<file path="config.mk">
export PLATFORM = sky130hd
export DESIGN_NAME = prk_mul
export DESIGN_NICKNAME = d
export VERILOG_FILES = /design/src/hw/rtl/prk_mul.sv
export SDC_FILE = /design/constraint.sdc
export NUM_CORES = 2
export LEC_CHECK = 0
export BUFFER_PORTS_ARGS = -buffer_cell sky130_fd_sc_hd__buf_2
export CORE_ASPECT_RATIO = 0.8
export CORE_MARGIN = 5
export CORE_UTILIZATION = 30
export CTS_BUF_LIST = sky130_fd_sc_hd__clkbuf_16
export DETAILED_ROUTE_END_ITERATION = 8
export GPL_TIMING_DRIVEN = 1
export PLACE_DENSITY = 0.47
export SETUP_SLACK_MARGIN = 0.1
export SLEW_MARGIN = 5
export SYNTH_ARGS = -nofsm -noshare
export SYNTH_HDL_FRONTEND = slang
export SYNTH_SLANG_ARGS = --single-unit
</file>
<file path="constraint.sdc">
create_clock -name clk -period 14.5 [get_ports clk]
set_input_delay 2.9 -clock clk [delete_from_list [all_inputs] [get_ports clk]]
set_output_delay 2.9 -clock clk [all_outputs]
set_load 0.01 [all_outputs]
</file>
<file path="src/hw/rtl/prk_mul.sv">
// Shared 32x32 multiplier with registered product.
// Standalone; used by pagerank_row_update for edge terms and damping.
module prk_mul (
  input  logic        clk,
  input  logic        en,
  input  logic [31:0] a,
  input  logic [31:0] b,
  output logic [63:0] prod
);

  logic [63:0] prod_r;

  always_ff @(posedge clk) begin
    if (en) begin
      prod_r <= 64'(a) * 64'(b);
    end
  end

  assign prod = prod_r;

endmodule

</file>
# Word level (Yosys, flattened, before mapping)
# Index checks and enable logic that the tools add are counted.
# word_totals
register_bits	64
latch_bits	0
ramBits	0
rom_bits	0
output_inout_bits	64
elab_cells	2
mem_count	0
# classes
addsub	0
n_mul	1
div_mod_pow	0
magnitude_cmp	0
eq_ne	0
shifts	0
muxes	0
n_bitwise	0
reduce_logical	0
# ops
op	n
multiplier 32 x 32 -> 64 bit	1

# Longest topological paths before layout
# depth
ltp_word	1
mapped_depth	29
ltp_nobuf	27

# Least setup slack after synthesis
# Ideal clock, no wire load.
# synth_path
kind	input port to flip-flop
from	input port a[25]
to	register prod_r[62], in the netlist prod[62], data pin
t_arrival_ns	9.517
t_required_ns	14.238
slack_ns	4.721
path_stages	25
path_buffers	2
cell_sequence	clkbuf_1 > nand2_1 > fa_1 > inv_1 > fa_1 > inv_1 > fa_1 > inv_1 > fa_1 > fa_1 > fa_1 > fa_1 > inv_1 > fa_1 > inv_1 > ha_1 > buf_2 > nand4_1 > or4_1 > or3_1 > a31oi_1 > a31o_2 > a211oi_1 > o21ai_1 > xor2_1
# synth_between
elab_chain_len	1
# synth_lines
element	line	source
start, declared	6	input logic [31:0] a,
multiplier 32 x 32 -> 64 bit	15	prod_r <= 64'(a) * 64'(b);
end signal, assigned	15	
end, declared	11	logic [63:0] prod_r;
# Every way passes these cells.
# A chain may end at the register's enable or synchronous reset.

# Worst setup path after layout
# layout_path
from	input port b[17]
to	register prod_r[62], in the netlist prod[62], data pin
# layout_between
elab_chain_len	1
# layout_lines
element	line	source
start, declared	7	input logic [31:0] b,
multiplier 32 x 32 -> 64 bit	15	
# Every way passes these cells.

==> flow_summary.ini <==
[outcome]
status = finished, final reports clean

[routing]
avgRoutedWirePerCell_um = 21.6
routed_wl_um = 113000
firstDrtPassIters = 6
drt_iter0_drc = 1642
route.vias.total = 24534
viasPerCell = 4.68
ant_nets = 0
drc = 0

[placed_design]
pre_cts_slack_ps = 3330
gp_congestion = 0.837
dpl.hpwl_um = 84000
port_buffers = 129

[sta]
rsz0062_at_grt = no
worst_pin_slew_ps = 1090
tns_ps = 0
setup_viol = 0
slew_headroom_pct = 27.3
hold_violations = 0
finalMaxSlewViolations = 0
max_freq_mhz = 91.8
period_minus_slack_ps = 10890
setup_slack_ps = 3610
period_share_pct = 75.1
hold_slack_ps = 2950

[synthesis]
syn_nets = 4973
synth_warnings = 0
synth_ff_type = edfxtp_1
synthCells = 3748
yosysSeqAreaShare_pct = 5.44
synth-edff-count = 64
synthArstFlopShare_pct = 0
synth_cell_type_count = 57
mappedNetlistArea_um2 = 35300
avgSynthCellArea_um2 = 9.42
ys_seq_elements = 64

[die]
io_pins = 130
rows = 112
die-height_um = 317
start_util_pct = 30.3
die_w_um = 394
dieArea_um2 = 125000
coreArea_um2 = 117000

[setup_path]
cp_max_fo = 32
arrival_ps = 10980
cp-end-kind = flip-flop
startpoint_type = input port
worstPathRequired_ps = 14590
critPathKind = in -> reg

[final_layout]
areaGrowthSynthToFinish_pct = 6.45
fill_cells = 12310
layout_common_cells = 896 x fa_1, 865 x inv_1, 602 x and2_1, 480 x nand2_1, 263 x ha_1
drive_gt1_share_pct = 5.16
nNetsFinal = 4923
largest_register_ffs = 64
final_common_cell = fa_1

[grt]
grt_pass1_vias = 27181
grt.overflow.total = 0
grt_pass1_wl_um = 174000
grt_start_max_net_pins = 53
grt_usage_pct = 18.5
antenna_found_initial = 10

[clocking]
cts_tree = built
clk_path_buf_depth = 2
cts_resized = 0
cts_num_sinks = 64
clk_pin_slew_worst_paths_ps = 60
cts_buffers = 9
cts_setup_buffers = 0
cts-hold-fix-buffers = 0
htreeDepth = 3
root_buffer = clkbuf_16

[min_path]
min_to = prod[17]
holdPathStages = 1
min_path_type = in -> reg
min_from = en

[run]
max-cap-violations = 0
worst max path at each step:
stage / end / startpoint
2_1_floorplan: prod[62] / a[25]
3_3_place_gp: prod[62] / a[25]
3_5_place_dp: prod[62] / a[25]
4_1_cts: prod[62] / a[25]
5_1_grt: prod[62] / a[25]
6_report: prod[62] / b[17]
synthesized netlist by cell type, types with 2 or more instances:
cell type	number	area share, %
nor3_1	7	0.099
and3_1	14	0.25
fa_1	896	51
nor2_1	20	0.21
o21ai_1	5	0.071
buf_2	6	0.085
a311oi_1	2	0.050
nand4_1	23	0.41
o31ai_1	2	0.043
o21bai_1	10	0.21
a21oi_1	63	0.89
a31oi_1	12	0.21
o221a_2	2	0.064
o221ai_1	3	0.074
and3b_1	2	0.050
edfxtp_1	64	5.4
xor2_1	25	0.62
o31ai_4	3	0.18
ha_1	263	9.3
o211ai_1	2	0.043
nor2b_1	2	0.035
a21o_1	40	0.85
inv_1	865	9.2
a221oi_4	3	0.22
and4_1	3	0.074
and2_1	602	11
or3_1	3	0.053
a221o_1	4	0.11
nand2b_1	2	0.035
o21ai_0	21	0.30
a21oi_2	3	0.074
or4_1	3	0.064
nand3_1	10	0.14
or2_2	3	0.053
nand2_1	480	5.1
a21boi_1	3	0.064
a211oi_1	3	0.064
clkbuf_1	213	2.3
xnor2_1	35	0.87
o21a_1	9	0.19
through the flow:
stage,instances,area (µm²),utilization (%)
2_1_floorplan,3748,35300,-
3_3_place_gp,5226,37300,31.9
3_5_place_dp,5226,37300,31.9
4_1_cts,5241,37600,32.2
5_1_grt,5242,37600,32.2
6_report,5243,37600,32.2
area by class of cell:
class	instances	area, µm²	share of cell area [%]
antenna	2	5.00	0.0133
sequential	64	1920	5.11
clock inverter	6	83.8	0.223
tap	1539	1930	5.12
timing repair buffer	159	871	2.32
multi-input combinational	2599	29300	78.0
clock buffer	9	225	0.599
inverter	865	3250	8.64
routing by layer:
metal  track usage, %  vias to the layer above  share of wire, %
li1                 -                    10803                 -
met1             25.9                    13064                45
met2             32.0                      597                49
met3             1.98                       70               4.9
met4             2.74                        0               1.7
met5                0                        -                 0
worst max-delay path, stage by stage:
cell and delay (ps):
buf_2 740, nand2_1 180, fa_1 570, fa_1 580, inv_1 70, fa_1 490
fa_1 570, fa_1 450, fa_1 470, fa_1 490, inv_1 50, fa_1 470
inv_1 40, ha_1 430, nand4_1 250, or4_1 470, or3_1 400, a31oi_1 590
a31o_2 320, a211oi_1 130, o21ai_1 190, xor2_1 80
logic make-up (layout without fill, tap and decap cells):
| group | after synthesis | in the layout | share of synthesized area (%) |
|---|---|---|---|
| AO/OA/AOI/OAI | 202 | 202 | 4.08 |
| buffers and inverters | 1085 | 1039 | 11.6 |
| flip-flops | 64 | 64 | 5.44 |
| other | 0 | 2 | 0 |
| XOR/XNOR | 60 | 60 | 1.49 |
| adder cells (fa/ha/maj) | 1159 | 1159 | 60.1 |
| AND/OR/NAND/NOR | 1177 | 1177 | 17.3 |
| multiplexers | 1 | 1 | 0.0283 |
Power is left out: the tool's default activity adds up to more than one toggle a clock period on the data nets, which glitch-free logic cannot reach.
