File: config.mk
export PLATFORM = sky130hd
export DESIGN_NAME = prk_div
export DESIGN_NICKNAME = d
export VERILOG_FILES = /design/src/hw/rtl/prk_div.sv
export SDC_FILE = /design/constraint.sdc
export NUM_CORES = 1
export LEC_CHECK = 0
export ABC_CLOCK_PERIOD_IN_PS = 3300
export BUFFER_PORTS_ARGS = -buffer_cell sky130_fd_sc_hd__buf_2
export CAP_MARGIN = 20
export CORE_MARGIN = 3
export CORE_UTILIZATION = 57
export CTS_CLUSTER_DIAMETER = 120
export DETAILED_ROUTE_END_ITERATION = 10
export GPL_ROUTABILITY_DRIVEN = 0
export GPL_TIMING_DRIVEN = 0
export PLACE_DENSITY = 0.88
export SYNTH_ARGS = -nofsm -noshare
export SYNTH_HDL_FRONTEND = slang
export SYNTH_SLANG_ARGS = --single-unit
File: constraint.sdc
create_clock -name clk -period 3.3 [get_ports clk]
set_input_delay 0.33 -clock clk [delete_from_list [all_inputs] [get_ports clk]]
set_output_delay 0.33 -clock clk [all_outputs]
set_load 0.1 [all_outputs]
File: src/hw/rtl/prk_div.sv
// Restoring divider, one quotient bit per cycle, 33-bit dividend.
// Standalone; used by pagerank_row_update for reciprocals and teleport.
module prk_div (
  input  logic        clk,
  input  logic        rst_n,
  input  logic        start,
  input  logic [32:0] dividend,
  input  logic [31:0] divisor,
  output logic        done,
  output logic [32:0] quot
);

  logic        busy_r;
  logic        done_r;
  logic [5:0]  cnt_r;
  logic [32:0] dvd_r;
  logic [31:0] rem_r;
  logic [31:0] dsr_r;
  logic [32:0] trial;
  logic        take;

  assign trial = {rem_r, dvd_r[32]};
  assign take  = trial >= {1'b0, dsr_r};

  always_ff @(posedge clk) begin
    if (!rst_n) begin
      busy_r <= 1'b0;
      done_r <= 1'b0;
      cnt_r  <= '0;
    end else begin
      done_r <= 1'b0;
      if (start) begin
        busy_r <= 1'b1;
        cnt_r  <= 6'd33;
      end else if (busy_r) begin
        cnt_r <= cnt_r - 6'd1;
        if (cnt_r == 6'd1) begin
          busy_r <= 1'b0;
          done_r <= 1'b1;
        end
      end
    end
  end

  always_ff @(posedge clk) begin
    if (start) begin
      dvd_r <= dividend;
      rem_r <= '0;
      dsr_r <= divisor;
    end else if (busy_r) begin
      rem_r <= take ? 32'(trial - {1'b0, dsr_r}) : trial[31:0];
      dvd_r <= {dvd_r[31:0], take};
    end
  end

  assign done = done_r;
  assign quot = dvd_r;

endmodule

# Word level (Yosys, flattened, before mapping)
# Index checks and enable logic that the tools add are counted.
[classes]
bitwise = 2
eq_ne = 1
muxes = 9
div = 0
n_reduce_logical = 3
shifts = 0
n_lt_le_gt_ge = 1
n_mul = 0
add_sub_neg = 2
[op_table]
columns = ["cell", "n"]
rows = [
  ["$mux 33", 2],
  ["$ge 33x32->1", 1],
  ["$mux 32", 1],
  ["$sub 32x32->32", 1],
  ["$mux 6", 2],
  ["$eq 6x1->1 const B", 1],
  ["$sub 6x1->6 const B", 1],
  ["$mux 1", 4],
  ["$reduce_or 3->1", 1],
  ["$not 1->1", 2],
  ["$reduce_bool 2->1", 1],
  ["$reduce_or 2->1", 1],
]
[word_totals]
latchBits = 0
ram_bits = 0
wordCells = 25
output_inout_bits = 34
ff_bits = 105
memories = 0
mem_bits_ro = 0

# Longest topological paths before layout
# Gate-level depths: netlist (run 1).
[depth]
word_depth = 4
mapped_depth = 12
mapped_depth_nobuf = 11

# Least setup slack after synthesis (run 1)
# No wires, ideal clock.
[synth_timing]
path_type = "reg-to-reg"
start = "register dvd_r[32], in the netlist quot[32]"
end = "register rem_r[30]"
setup_ps = 127
path_stages_with_launch = 12
arrival_ps = 2983
path_slack_ps = 190
required_time_ps = 3173
n_path_buf = 0
path_cell_list = "edfxtp_1 -> inv_1 -> ha_1 -> fa_1 -> nand2b_1 -> a21oi_1 -> nor3_1 -> o311ai_1 -> a211oi_1 -> a211oi_1 -> xnor2_1 -> o211ai_1"
[synth_via]
elab_chain_len = 2
elab_cells_between_ends = 3
[synth_lines]
columns = ["element", "line", "source"]
rows = [
  ["start, declared", "16", "logic [32:0] dvd_r;"],
  ["start signal, assigned", "47", "dvd_r <= dividend;"],
  ["start signal, assigned", "52", "dvd_r <= {dvd_r[31:0], take};"],
  ["$sub 32x32->32 / $ge 33x32->1 (equally long branches)", "51, 23", ""],
  ["$mux 32 (*)", "51", "rem_r <= take ? 32'(trial - {1'b0, dsr_r}) : trial[31:0];"],
  ["end signal, assigned", "51", ""],
  ["end, declared", "17", "logic [31:0] rem_r;"],
]
# Mark *: on every way between the ends. The rest lies on a longest branch, timed or not.
# A chain may end at the register's enable or synchronous reset.

# Worst setup path after layout (run 1)
[layout_timing]
start = "register dsr_r[21]"
end = "register dvd_r[0], in the netlist quot[0] (data pin)"
[layout_via]
elab_chain_len = 3
[layout_lines]
columns = ["element", "line", "source"]
rows = [
  ["start, declared", "18", "logic [31:0] dsr_r;"],
  ["start signal, assigned", "49", "dsr_r <= divisor;"],
  ["$ge 33x32->1", "23", "assign take = trial >= {1'b0, dsr_r};"],
  ["$mux 33", "50", "end else if (busy_r) begin"],
  ["$mux 33", "46", "if (start) begin"],
]
# Every way passes these cells. The select of a mux whose other input is x is not followed.

==> flow_summary.yaml, run 1 <==
outcome:
  status: "complete, no violations"
finish:
  final-seq-area_sq_um: 2750
  diodes: 0
  syn2layout_area_growth_pct: 14.3
  final_cell_mix: "109 x buf_2, 65 x edfxtp_1, 54 x nor2_1"
  n_fill_cell: 832
  multi_input_area_sq_um: 3180
  layout-drive-gt1-share_pct: 23.5
  num-nets-final: 863
  final_common_cell: "buf_2"
clock_network:
  clkTransAtPathRegs_ps: 110
  cts_hold_buf: 0
  cts_resized: 0
  clockBufferDepth: 2
  cts_inserted_buffers: 9
  cts_sinks: 105
  cts_max_level: 3
  cts_setup_buffers: 0
  ctsRootBufferMaster: "clkbuf_8"
  clk_latency_ps: 400
  cts_tree: "built"
worst_setup_path:
  crit_end: "quot[0]"
  r2r_cells: 11
  cp-start-kind: "register"
  r2r_slack_ps: 200
  end_kind: "register"
  reg2reg_from: "dsr_r[21]"
  cp_data_arrival_time_ps: 3370
  startpoint: "dsr_r[21]"
  worstPathRequired_ps: 3570
  path_max_fanout: 10
  timing.rr.end: "quot[0]"
  critPathKind: "reg2reg"
global_routing:
  grt_pass1_vias: 5624
  grt_overflow: 0
  grt_max_degree: 34
  grt_pass1_wl_mm: 26.8
  grt_usage_pct: 26.5
  antenna_found_initial: 0
die:
  fp.coreArea_sq_um: 10600
  core.rowCount: 37
  die_h_um: 111
  dieArea_sq_um: 12400
  die_w_um: 111
  io_pins: 102
  initial_utilization_pct: 59.7
placement:
  pre_cts_ws_ps: 334
  port_buffers: 101
  place_hpwl_mm: 12.1
sta:
  fin_skew_ps: 17.9
  tns_ps: 0
  setup_viol_count_final: 0
  worst_pin_slew_ps: 789
  finalHoldViolCount: 0
  grt_setup_unrepaired: "no"
  slew_headroom_pct: 47.4
  setup_ws_ps: 202
  drv_slew: 0
  fmax_mhz: 323
  period_share_pct: 93.9
  fin_crit_ps: 3100
synthesis:
  synth-seq-cells: 105
  ys_warn_count: 0
  synth_area_leader_cell: "edfxtp_1"
  synth_flop_cell: "edfxtp_1"
  synth.top_cells.by_area: "edfxtp_1 31%, dfxtp_1 13%, ha_1 6.8%"
  synth_fp_nets: 750
  syn_area_sq_um: 6300
  seq_area_frac_synth_pct: 43.7
  ys_types: 67
  synth.avg_cell_area_sq_um: 9.74
  async_flop_share_pct: 0
  yosys.area.top_type_share_pct: 31.0
  synth_cells: 647
  synth-edff-count: 65
min_path:
  hold_class: "in2reg"
detailed_routing:
  drt_iter0_markers: 594
  vias: 5675
  drtPass1Iterations: 5
  post_drt_wl_per_cell_um: 18.1
  drtAntennaViolNets: 0
  drc: 0
  drt-vias-per-instance: 6.30
  wl_mm: 16.3
pwr:
  finalPower_w: 0.00353
  leakagePower_nw: 3.05
  powerDensity_nw_per_um2: 490
  vdd_ir_drop_max_mv: 0.538
flow_run:
  drv_cap: 0
layer usage:
layer	part of all wire [%]	up-vias	global-route usage [%]
li1	-	2627	-
met1	40	2695	33.1
met2	48	305	44.9
met3	9.5	48	6.99
met4	2.6	0	8.35
met5	0	-	0
per-stage QoR:
stage	utilization, %	std cells	cell area (sq um)	hold slack [ps]
final	68.3	901	7210	96.3
after global placement	66.1	884	6980	458
after floorplan	-	647	6300	429
after detailed placement	66.4	885	7010	491
after global routing	68.3	901	7210	73.5
after CTS	68.3	901	7210	76.9
report_power, final:
group / internal (W) / total [W] / switching (W)
sequential: 0.00152 / 0.00158 / 0.0000645
clock: 0.000362 / 0.000828 / 0.000466
combinational: 0.000345 / 0.00112 / 0.000779
total: 0.00222 / 0.00353 / 0.00131
cell usage after synthesis (all sizes together), types with 3 or more instances:
library cell,instances
a2111oi,3
a211oi,5
a21boi,3
a21o,16
a21oi,30
a311oi,19
a31oi,7
a32o,3
and2,3
and4,3
buf,18
clkbuf,23
dfxtp,40
edfxtp,65
ha,34
inv,46
mux2,33
mux2i,4
nand2,47
nand2b,4
nand3,25
nand4,13
nor2,54
nor3,10
nor4,7
o211ai,8
o21a,6
o21ai,40
o21bai,4
o221ai,5
or2,4
or3,10
xnor2,20
xor2,10
cells by family (layout without fill, tap and decap cells):
group                    after synthesis  after routing  share of synthesized area (%)
adder cells (fa/ha/maj)               35             35                           7.07
XOR/XNOR                              30             30                           4.17
AND/OR/NAND/NOR                      187            187                           14.4
buffers and inverters                 87            205                           5.86
multiplexers                          37             37                           6.53
flip-flops                           105            105                           43.7
AO/OA/AOI/OAI                        166            166                           18.3
final cells by class:
class,count,share of cell area [%]
Inverter,46,2.40
Tap cell,136,2.36
Buffer,41,2.73
Timing Repair Buffer,102,7.40
Sequential cell,105,38.2
Clock buffer,10,1.77
Multi-Input combinational cell,455,44.1
Clock inverter,6,1.01
critical path: stages, from the launching register on:
cell      delay (ps)
edfxtp_1         340
inv_1             60
ha_1             270
clkbuf_1         310
nand4_1          180
nor4_1           500
a21oi_1          130
o21a_1           150
o221ai_2         230
o21ai_1          130
nand2_1          430
mux2_2           250
worst min-delay path by stage:
stage / from / end / slack (ps) / cells after the start
floorplan: divisor[0] / dsr_r[0] / 430 / 0
global placement: rem_r[31] / rem_r[31] / 460 / 2
finish: divisor[19] / dsr_r[19] / 100 / 1
CTS: divisor[29] / dsr_r[29] / 80 / 1
global route: divisor[29] / dsr_r[29] / 70 / 1
detailed placement: rem_r[31] / rem_r[31] / 490 / 2
state kept, by name, indices dropped and copies added, names as in the netlist:
register and count:
done 1, quot 33, busy_r 1, dsr_r 32
cnt_r 6, rem_r 32
No activity file was read; power rests on OpenSTA's default activity.
==> run 2, diff against run 1 <==
--- a/config.mk
+++ b/config.mk
@@ -8,7 +8,6 @@
 export ABC_CLOCK_PERIOD_IN_PS = 3300
 export BUFFER_PORTS_ARGS = -buffer_cell sky130_fd_sc_hd__buf_2
 export CAP_MARGIN = 20
-export CORE_MARGIN = 3
 export CORE_UTILIZATION = 57
 export CTS_CLUSTER_DIAMETER = 120
 export DETAILED_ROUTE_END_ITERATION = 10
==> run 2 against run 1 <==
  * Global-route usage up 3.5 points
  * Final cell count up 0.44%
  * Critical path type unchanged
  * Sequential share of layout area up 0.13 points
  * Via count down 0.70%
  * Clock power down 9.5%
  * Utilization down 1.7 points
  * Sequential power about the same
  * Power down 2.3%
  * Die area down 7.1%
  * First-iteration DRC count down 21%
  * Non-clock buffer count unchanged
==> flow_summary.yaml, run 2 (synthesized netlist as in run 1, its figures left out) <==
flow_run:
  drv_cap: 0
worst_setup_path:
  end_kind: "register"
  slowest_delay_ps: 550
  worstPathRequired_ps: 3580
  cp-start-kind: "register"
  path_max_fanout: 3
  r2r_cells: 11
  crit_buf_inv: 1
  r2r_slack_ps: 190
  crit_top_cell: "a211oi_1"
  crit_family: "compound AO/OA/AOI/OAI gates"
  slowest_stage: "o311ai_1"
  crit_chain: "inv_1 -> ha_1 -> fa_1 -> nand2b_1 -> a21oi_1 -> nor3_1 -> o311ai_1 -> a211oi_1 -> a211oi_1 -> xnor2_1 -> o211ai_1"
  reg2reg_from: "quot[32]"
  critPathKind: "reg2reg"
  cp_data_arrival_time_ps: 3390
  timing.rr.end: "rem_r[30]"
die:
  fp.coreArea_sq_um: 10800
  die_h_um: 107
  io_pins: 102
  core.rowCount: 38
  die_w_um: 107
  dieArea_sq_um: 11500
  initial_utilization_pct: 58.4
detailed_routing:
  wl_mm: 16.4
  drtPass1Iterations: 5
  drt_iter0_markers: 471
  vias: 5635
  post_drt_wl_per_cell_um: 18.1
  drc: 0
  drtAntennaViolNets: 0
  drt-vias-per-instance: 6.23
clock_network:
  cts_tree: "built"
  clkTransAtPathRegs_ps: 110
  cts_inserted_buffers: 9
  cts_sinks: 105
  clk_latency_ps: 400
  cts_max_level: 3
  cts_setup_buffers: 0
  cts_hold_buf: 0
  ctsRootBufferMaster: "clkbuf_8"
  clockBufferDepth: 2
sta:
  finalHoldViolCount: 0
  tns_ps: 0
  period_share_pct: 94.3
  setup_viol_count_final: 0
  fmax_mhz: 321
  fin_skew_ps: 19.7
  fin_crit_ps: 3110
  worst_pin_slew_ps: 802
  drv_slew: 0
  slew_headroom_pct: 46.5
  grt_setup_unrepaired: "no"
placement:
  place_hpwl_mm: 12.1
  port_buffers: 101
finish:
  diodes: 0
  syn2layout_area_growth_pct: 13.9
  final-seq-area_sq_um: 2750
  n_fill_cell: 839
  multi_input_area_sq_um: 3180
  num-nets-final: 863
  final_cell_mix: "109 x buf_2, 65 x edfxtp_1, 54 x nor2_1"
  final_common_cell: "buf_2"
  largest_reg_flops: 33
  layout-drive-gt1-share_pct: 23.4
  post-route-util_pct: 66.5
pwr:
  vdd_ir_drop_max_mv: 0.480
  leakagePower_nw: 3.04
  powerDensity_nw_per_um2: 481
min_path:
  hold_class: "in2reg"
  holdPathEnd: "dsr_r[26]"
  min_from: "divisor[26]"
  hold_path_depth: 1
global_routing:
  grt_usage_pct: 30.0
  antenna_found_initial: 0
  grt_overflow: 0
  grt_pass1_vias: 5749
  grt_pass1_wl_mm: 26.9
  grt_max_degree: 34
outcome:
  status: "complete, no violations"
run 2: worst max-delay path by stage:
stage               from   endpoint  slack, ps  cells after the start
6_report        quot[32]  rem_r[30]        190                     11
4_1_cts        rem_r[17]  rem_r[19]        250                     11
2_1_floorplan   quot[32]  rem_r[30]        190                     11
3_3_place_gp       start   quot[17]        330                      5
5_1_grt        rem_r[17]   rem_r[4]         40                     11
3_5_place_dp   rem_r[17]  rem_r[19]        310                     11
run 2: through the flow:
stage	area (sq um)	std cells	setup slack (ps)	hold WS, ps	power (W)
6_report	7180	905	188	96.3	0.00345
4_1_cts	7180	905	247	77.4	0.00345
2_1_floorplan	6300	647	190	429	0.00246
3_3_place_gp	6980	888	333	455	0.00267
3_5_place_dp	7010	889	309	498	0.00271
5_1_grt	7180	905	42.9	69.1	0.00359
run 2: cell type report:
type | instances | area share [%]
buffer | 41 | 2.75
clock buffer | 11 | 1.83
clock inverter | 5 | 0.523
inverter | 46 | 2.40
multi-input combinational | 455 | 44.3
sequential | 105 | 38.3
tap | 140 | 2.44
timing repair buffer | 102 | 7.42
run 2: timing repair:
action	CTS	global route
resized for setup	0	2
hold endpoints to repair	0	0
endpoints found under the setup margin	0	3
run 2: power by group:
part / internal, W / switching, W
clock: 0.000281 / 0.000468
combinational: 0.000345 / 0.000779
sequential: 0.00152 / 0.0000638
run 2: layer usage:
layer | global-route usage [%] | vias up | share of wire, %
met4 | 14.9 | 0 | 4.0
li1 | - | 2608 | -
met2 | 48.9 | 319 | 47
met3 | 9.36 | 70 | 9.7
met5 | 0 | - | 0
met1 | 35.8 | 2638 | 40
==> run 3, diff against run 2 <==
--- a/config.mk
+++ b/config.mk
@@ -13,7 +13,7 @@
 export DETAILED_ROUTE_END_ITERATION = 10
 export GPL_ROUTABILITY_DRIVEN = 0
 export GPL_TIMING_DRIVEN = 0
-export PLACE_DENSITY = 0.88
+export PLACE_DENSITY_LB_ADDON = 0.05
 export SYNTH_ARGS = -nofsm -noshare
 export SYNTH_HDL_FRONTEND = slang
 export SYNTH_SLANG_ARGS = --single-unit
==> run 3 against run 2 <==
  * Worst hold slack improved by 5.3 ps
  * Critical endpoint is now quot[0]
  * First-iteration DRC count fell by 24%
  * Clock power rose by 7.5%
  * Flip-flop and latch count did not move
  * Register-to-register slack barely moved
  * Sequential power barely moved
==> flow_summary.yaml, run 3 (synthesized netlist as in run 1, its figures left out) <==
clock_network:
  clk_latency_ps: 390
  cts_max_level: 3
  ctsRootBufferMaster: "clkbuf_8"
  cts_setup_buffers: 0
  clkTransAtPathRegs_ps: 110
  clockBufferDepth: 2
  cts_inserted_buffers: 9
  cts_tree: "built"
  cts_sinks: 105
placement:
  port_buffers: 101
  place_hpwl_mm: 11.8
  dpl.cell_count: 889
global_routing:
  grt_usage_pct: 29.0
  grt_pass1_wl_mm: 25.8
  grt_overflow: 0
  grt_max_degree: 34
  grt_pass1_vias: 5466
  antenna_found_initial: 0
worst_setup_path:
  cp-start-kind: "register"
  critPathKind: "reg2reg"
  startpoint: "dsr_r[22]"
  slowest_delay_ps: 480
  crit_chain: "inv_1 -> ha_1 -> clkbuf_1 -> nand4_1 -> nor4_1 -> a21oi_1 -> o21a_1 -> o221ai_2 -> o21ai_1 -> nand2_1 -> mux2_2"
  r2r_cells: 11
  timing.rr.end: "quot[0]"
  path_max_fanout: 10
  end_kind: "register"
  r2r_slack_ps: 190
  cp_data_arrival_time_ps: 3380
  reg2reg_from: "dsr_r[22]"
  slowest_stage: "nor4_1"
  worstPathRequired_ps: 3560
  crit_end: "quot[0]"
finish:
  n_fill_cell: 886
  syn2layout_area_growth_pct: 14.3
  post-route-util_pct: 66.8
  instances_no_fill: 905
  final_cell_mix: "109 x buf_2, 65 x edfxtp_1, 54 x nor2_1"
  diodes: 0
  layout-drive-gt1-share_pct: 23.8
  num-nets-final: 863
  final_common_cell: "buf_2"
  largest_reg_flops: 33
die:
  die_w_um: 107
  dieArea_sq_um: 11500
  die_h_um: 107
  core.rowCount: 38
  io_pins: 102
  fp.coreArea_sq_um: 10800
  initial_utilization_pct: 58.4
min_path:
  hold_path_depth: 1
  hold_class: "in2reg"
detailed_routing:
  drt-vias-per-instance: 6.01
  post_drt_wl_per_cell_um: 17.5
  vias: 5442
  drtPass1Iterations: 5
  wl_mm: 15.9
  drc: 0
  drt_iter0_markers: 359
  drtAntennaViolNets: 0
sta:
  setup_viol_count_final: 0
  finalHoldViolCount: 0
  period_share_pct: 94.3
  fmax_mhz: 321
  grt_setup_unrepaired: "no"
  fin_skew_ps: 19.5
  slew_headroom_pct: 47.7
  hold_ws_ps: 102
  drv_slew: 0
  worst_pin_slew_ps: 785
  fin_crit_ps: 3110
  tns_ps: 0
pwr:
  vdd_ir_drop_max_mv: 0.527
  powerDensity_nw_per_um2: 485
  leakagePower_nw: 3.06
outcome:
  status: "complete, no violations"
flow_run:
  drv_cap: 0
## run 3: worst min-delay path by stage
stage                      from         to  slack, ps
detailed placement    rem_r[31]  rem_r[31]        470
finish              divisor[21]  dsr_r[21]        100
floorplan            divisor[0]   dsr_r[0]        430
CTS                 divisor[21]  dsr_r[21]         80
global placement      rem_r[31]  rem_r[31]        460
global route        divisor[25]  dsr_r[25]         70
## run 3: cell type report
| cell class | count | area, sq um | area share (%) |
|---|---|---|---|
| Tap cell | 140 | 175 | 2.43 |
| Buffer | 41 | 198 | 2.74 |
| Timing Repair Buffer | 102 | 533 | 7.40 |
| Clock buffer | 10 | 138 | 1.91 |
| Inverter | 46 | 173 | 2.40 |
| Sequential cell | 105 | 2750 | 38.2 |
| Clock inverter | 6 | 56.3 | 0.781 |
| Multi-Input combinational cell | 455 | 3180 | 44.1 |
## run 3: where the power goes
part	switching, W	internal [W]	total (W)
logic	0.000769	0.000344	0.00111
registers	0.0000609	0.00152	0.00158
clock network	0.000490	0.000315	0.000805
## run 3: stage by stage
stage | total power [W] | instance area (sq um) | setup slack, ps
finish | 0.00349 | 7210 | 188
global route | 0.00366 | 7210 | 58.1
CTS | 0.00351 | 7200 | 204
detailed placement | 0.00271 | 7010 | 274
global placement | 0.00268 | 6980 | 238
floorplan | 0.00246 | 6300 | 190
## run 3: what timing repair did
item | in CTS | in global routing
hold buffers | 0 | 0
setup endpoints to repair | 0 | 2
resized for setup | 0 | 2
## run 3: per-layer routing
| metal | part of all wire [%] | track usage [%] | vias to the layer above | routed length, um |
|---|---|---|---|---|
| met2 | 48 | 48.2 | 255 | 7560 |
| li1 | - | - | 2607 | - |
| met5 | 0 | 0 | - | 0 |
| met3 | 8.2 | 8.45 | 39 | 1300 |
| met4 | 2.6 | 11.7 | 0 | 405 |
| met1 | 42 | 35.1 | 2541 | 6580 |
## run 3: worst max-delay path, delay by kind of cell, from the launching register on
| family | cells | cell delay [ps] |
|---|---|---|
| AO/OA/AOI/OAI | 4 | 650 |
| buffers and inverters | 2 | 360 |
| multiplexers | 1 | 260 |
| flip-flops | 1 | 340 |
| adder cells (fa/ha/maj) | 1 | 250 |
| AND/OR/NAND/NOR | 3 | 1110 |
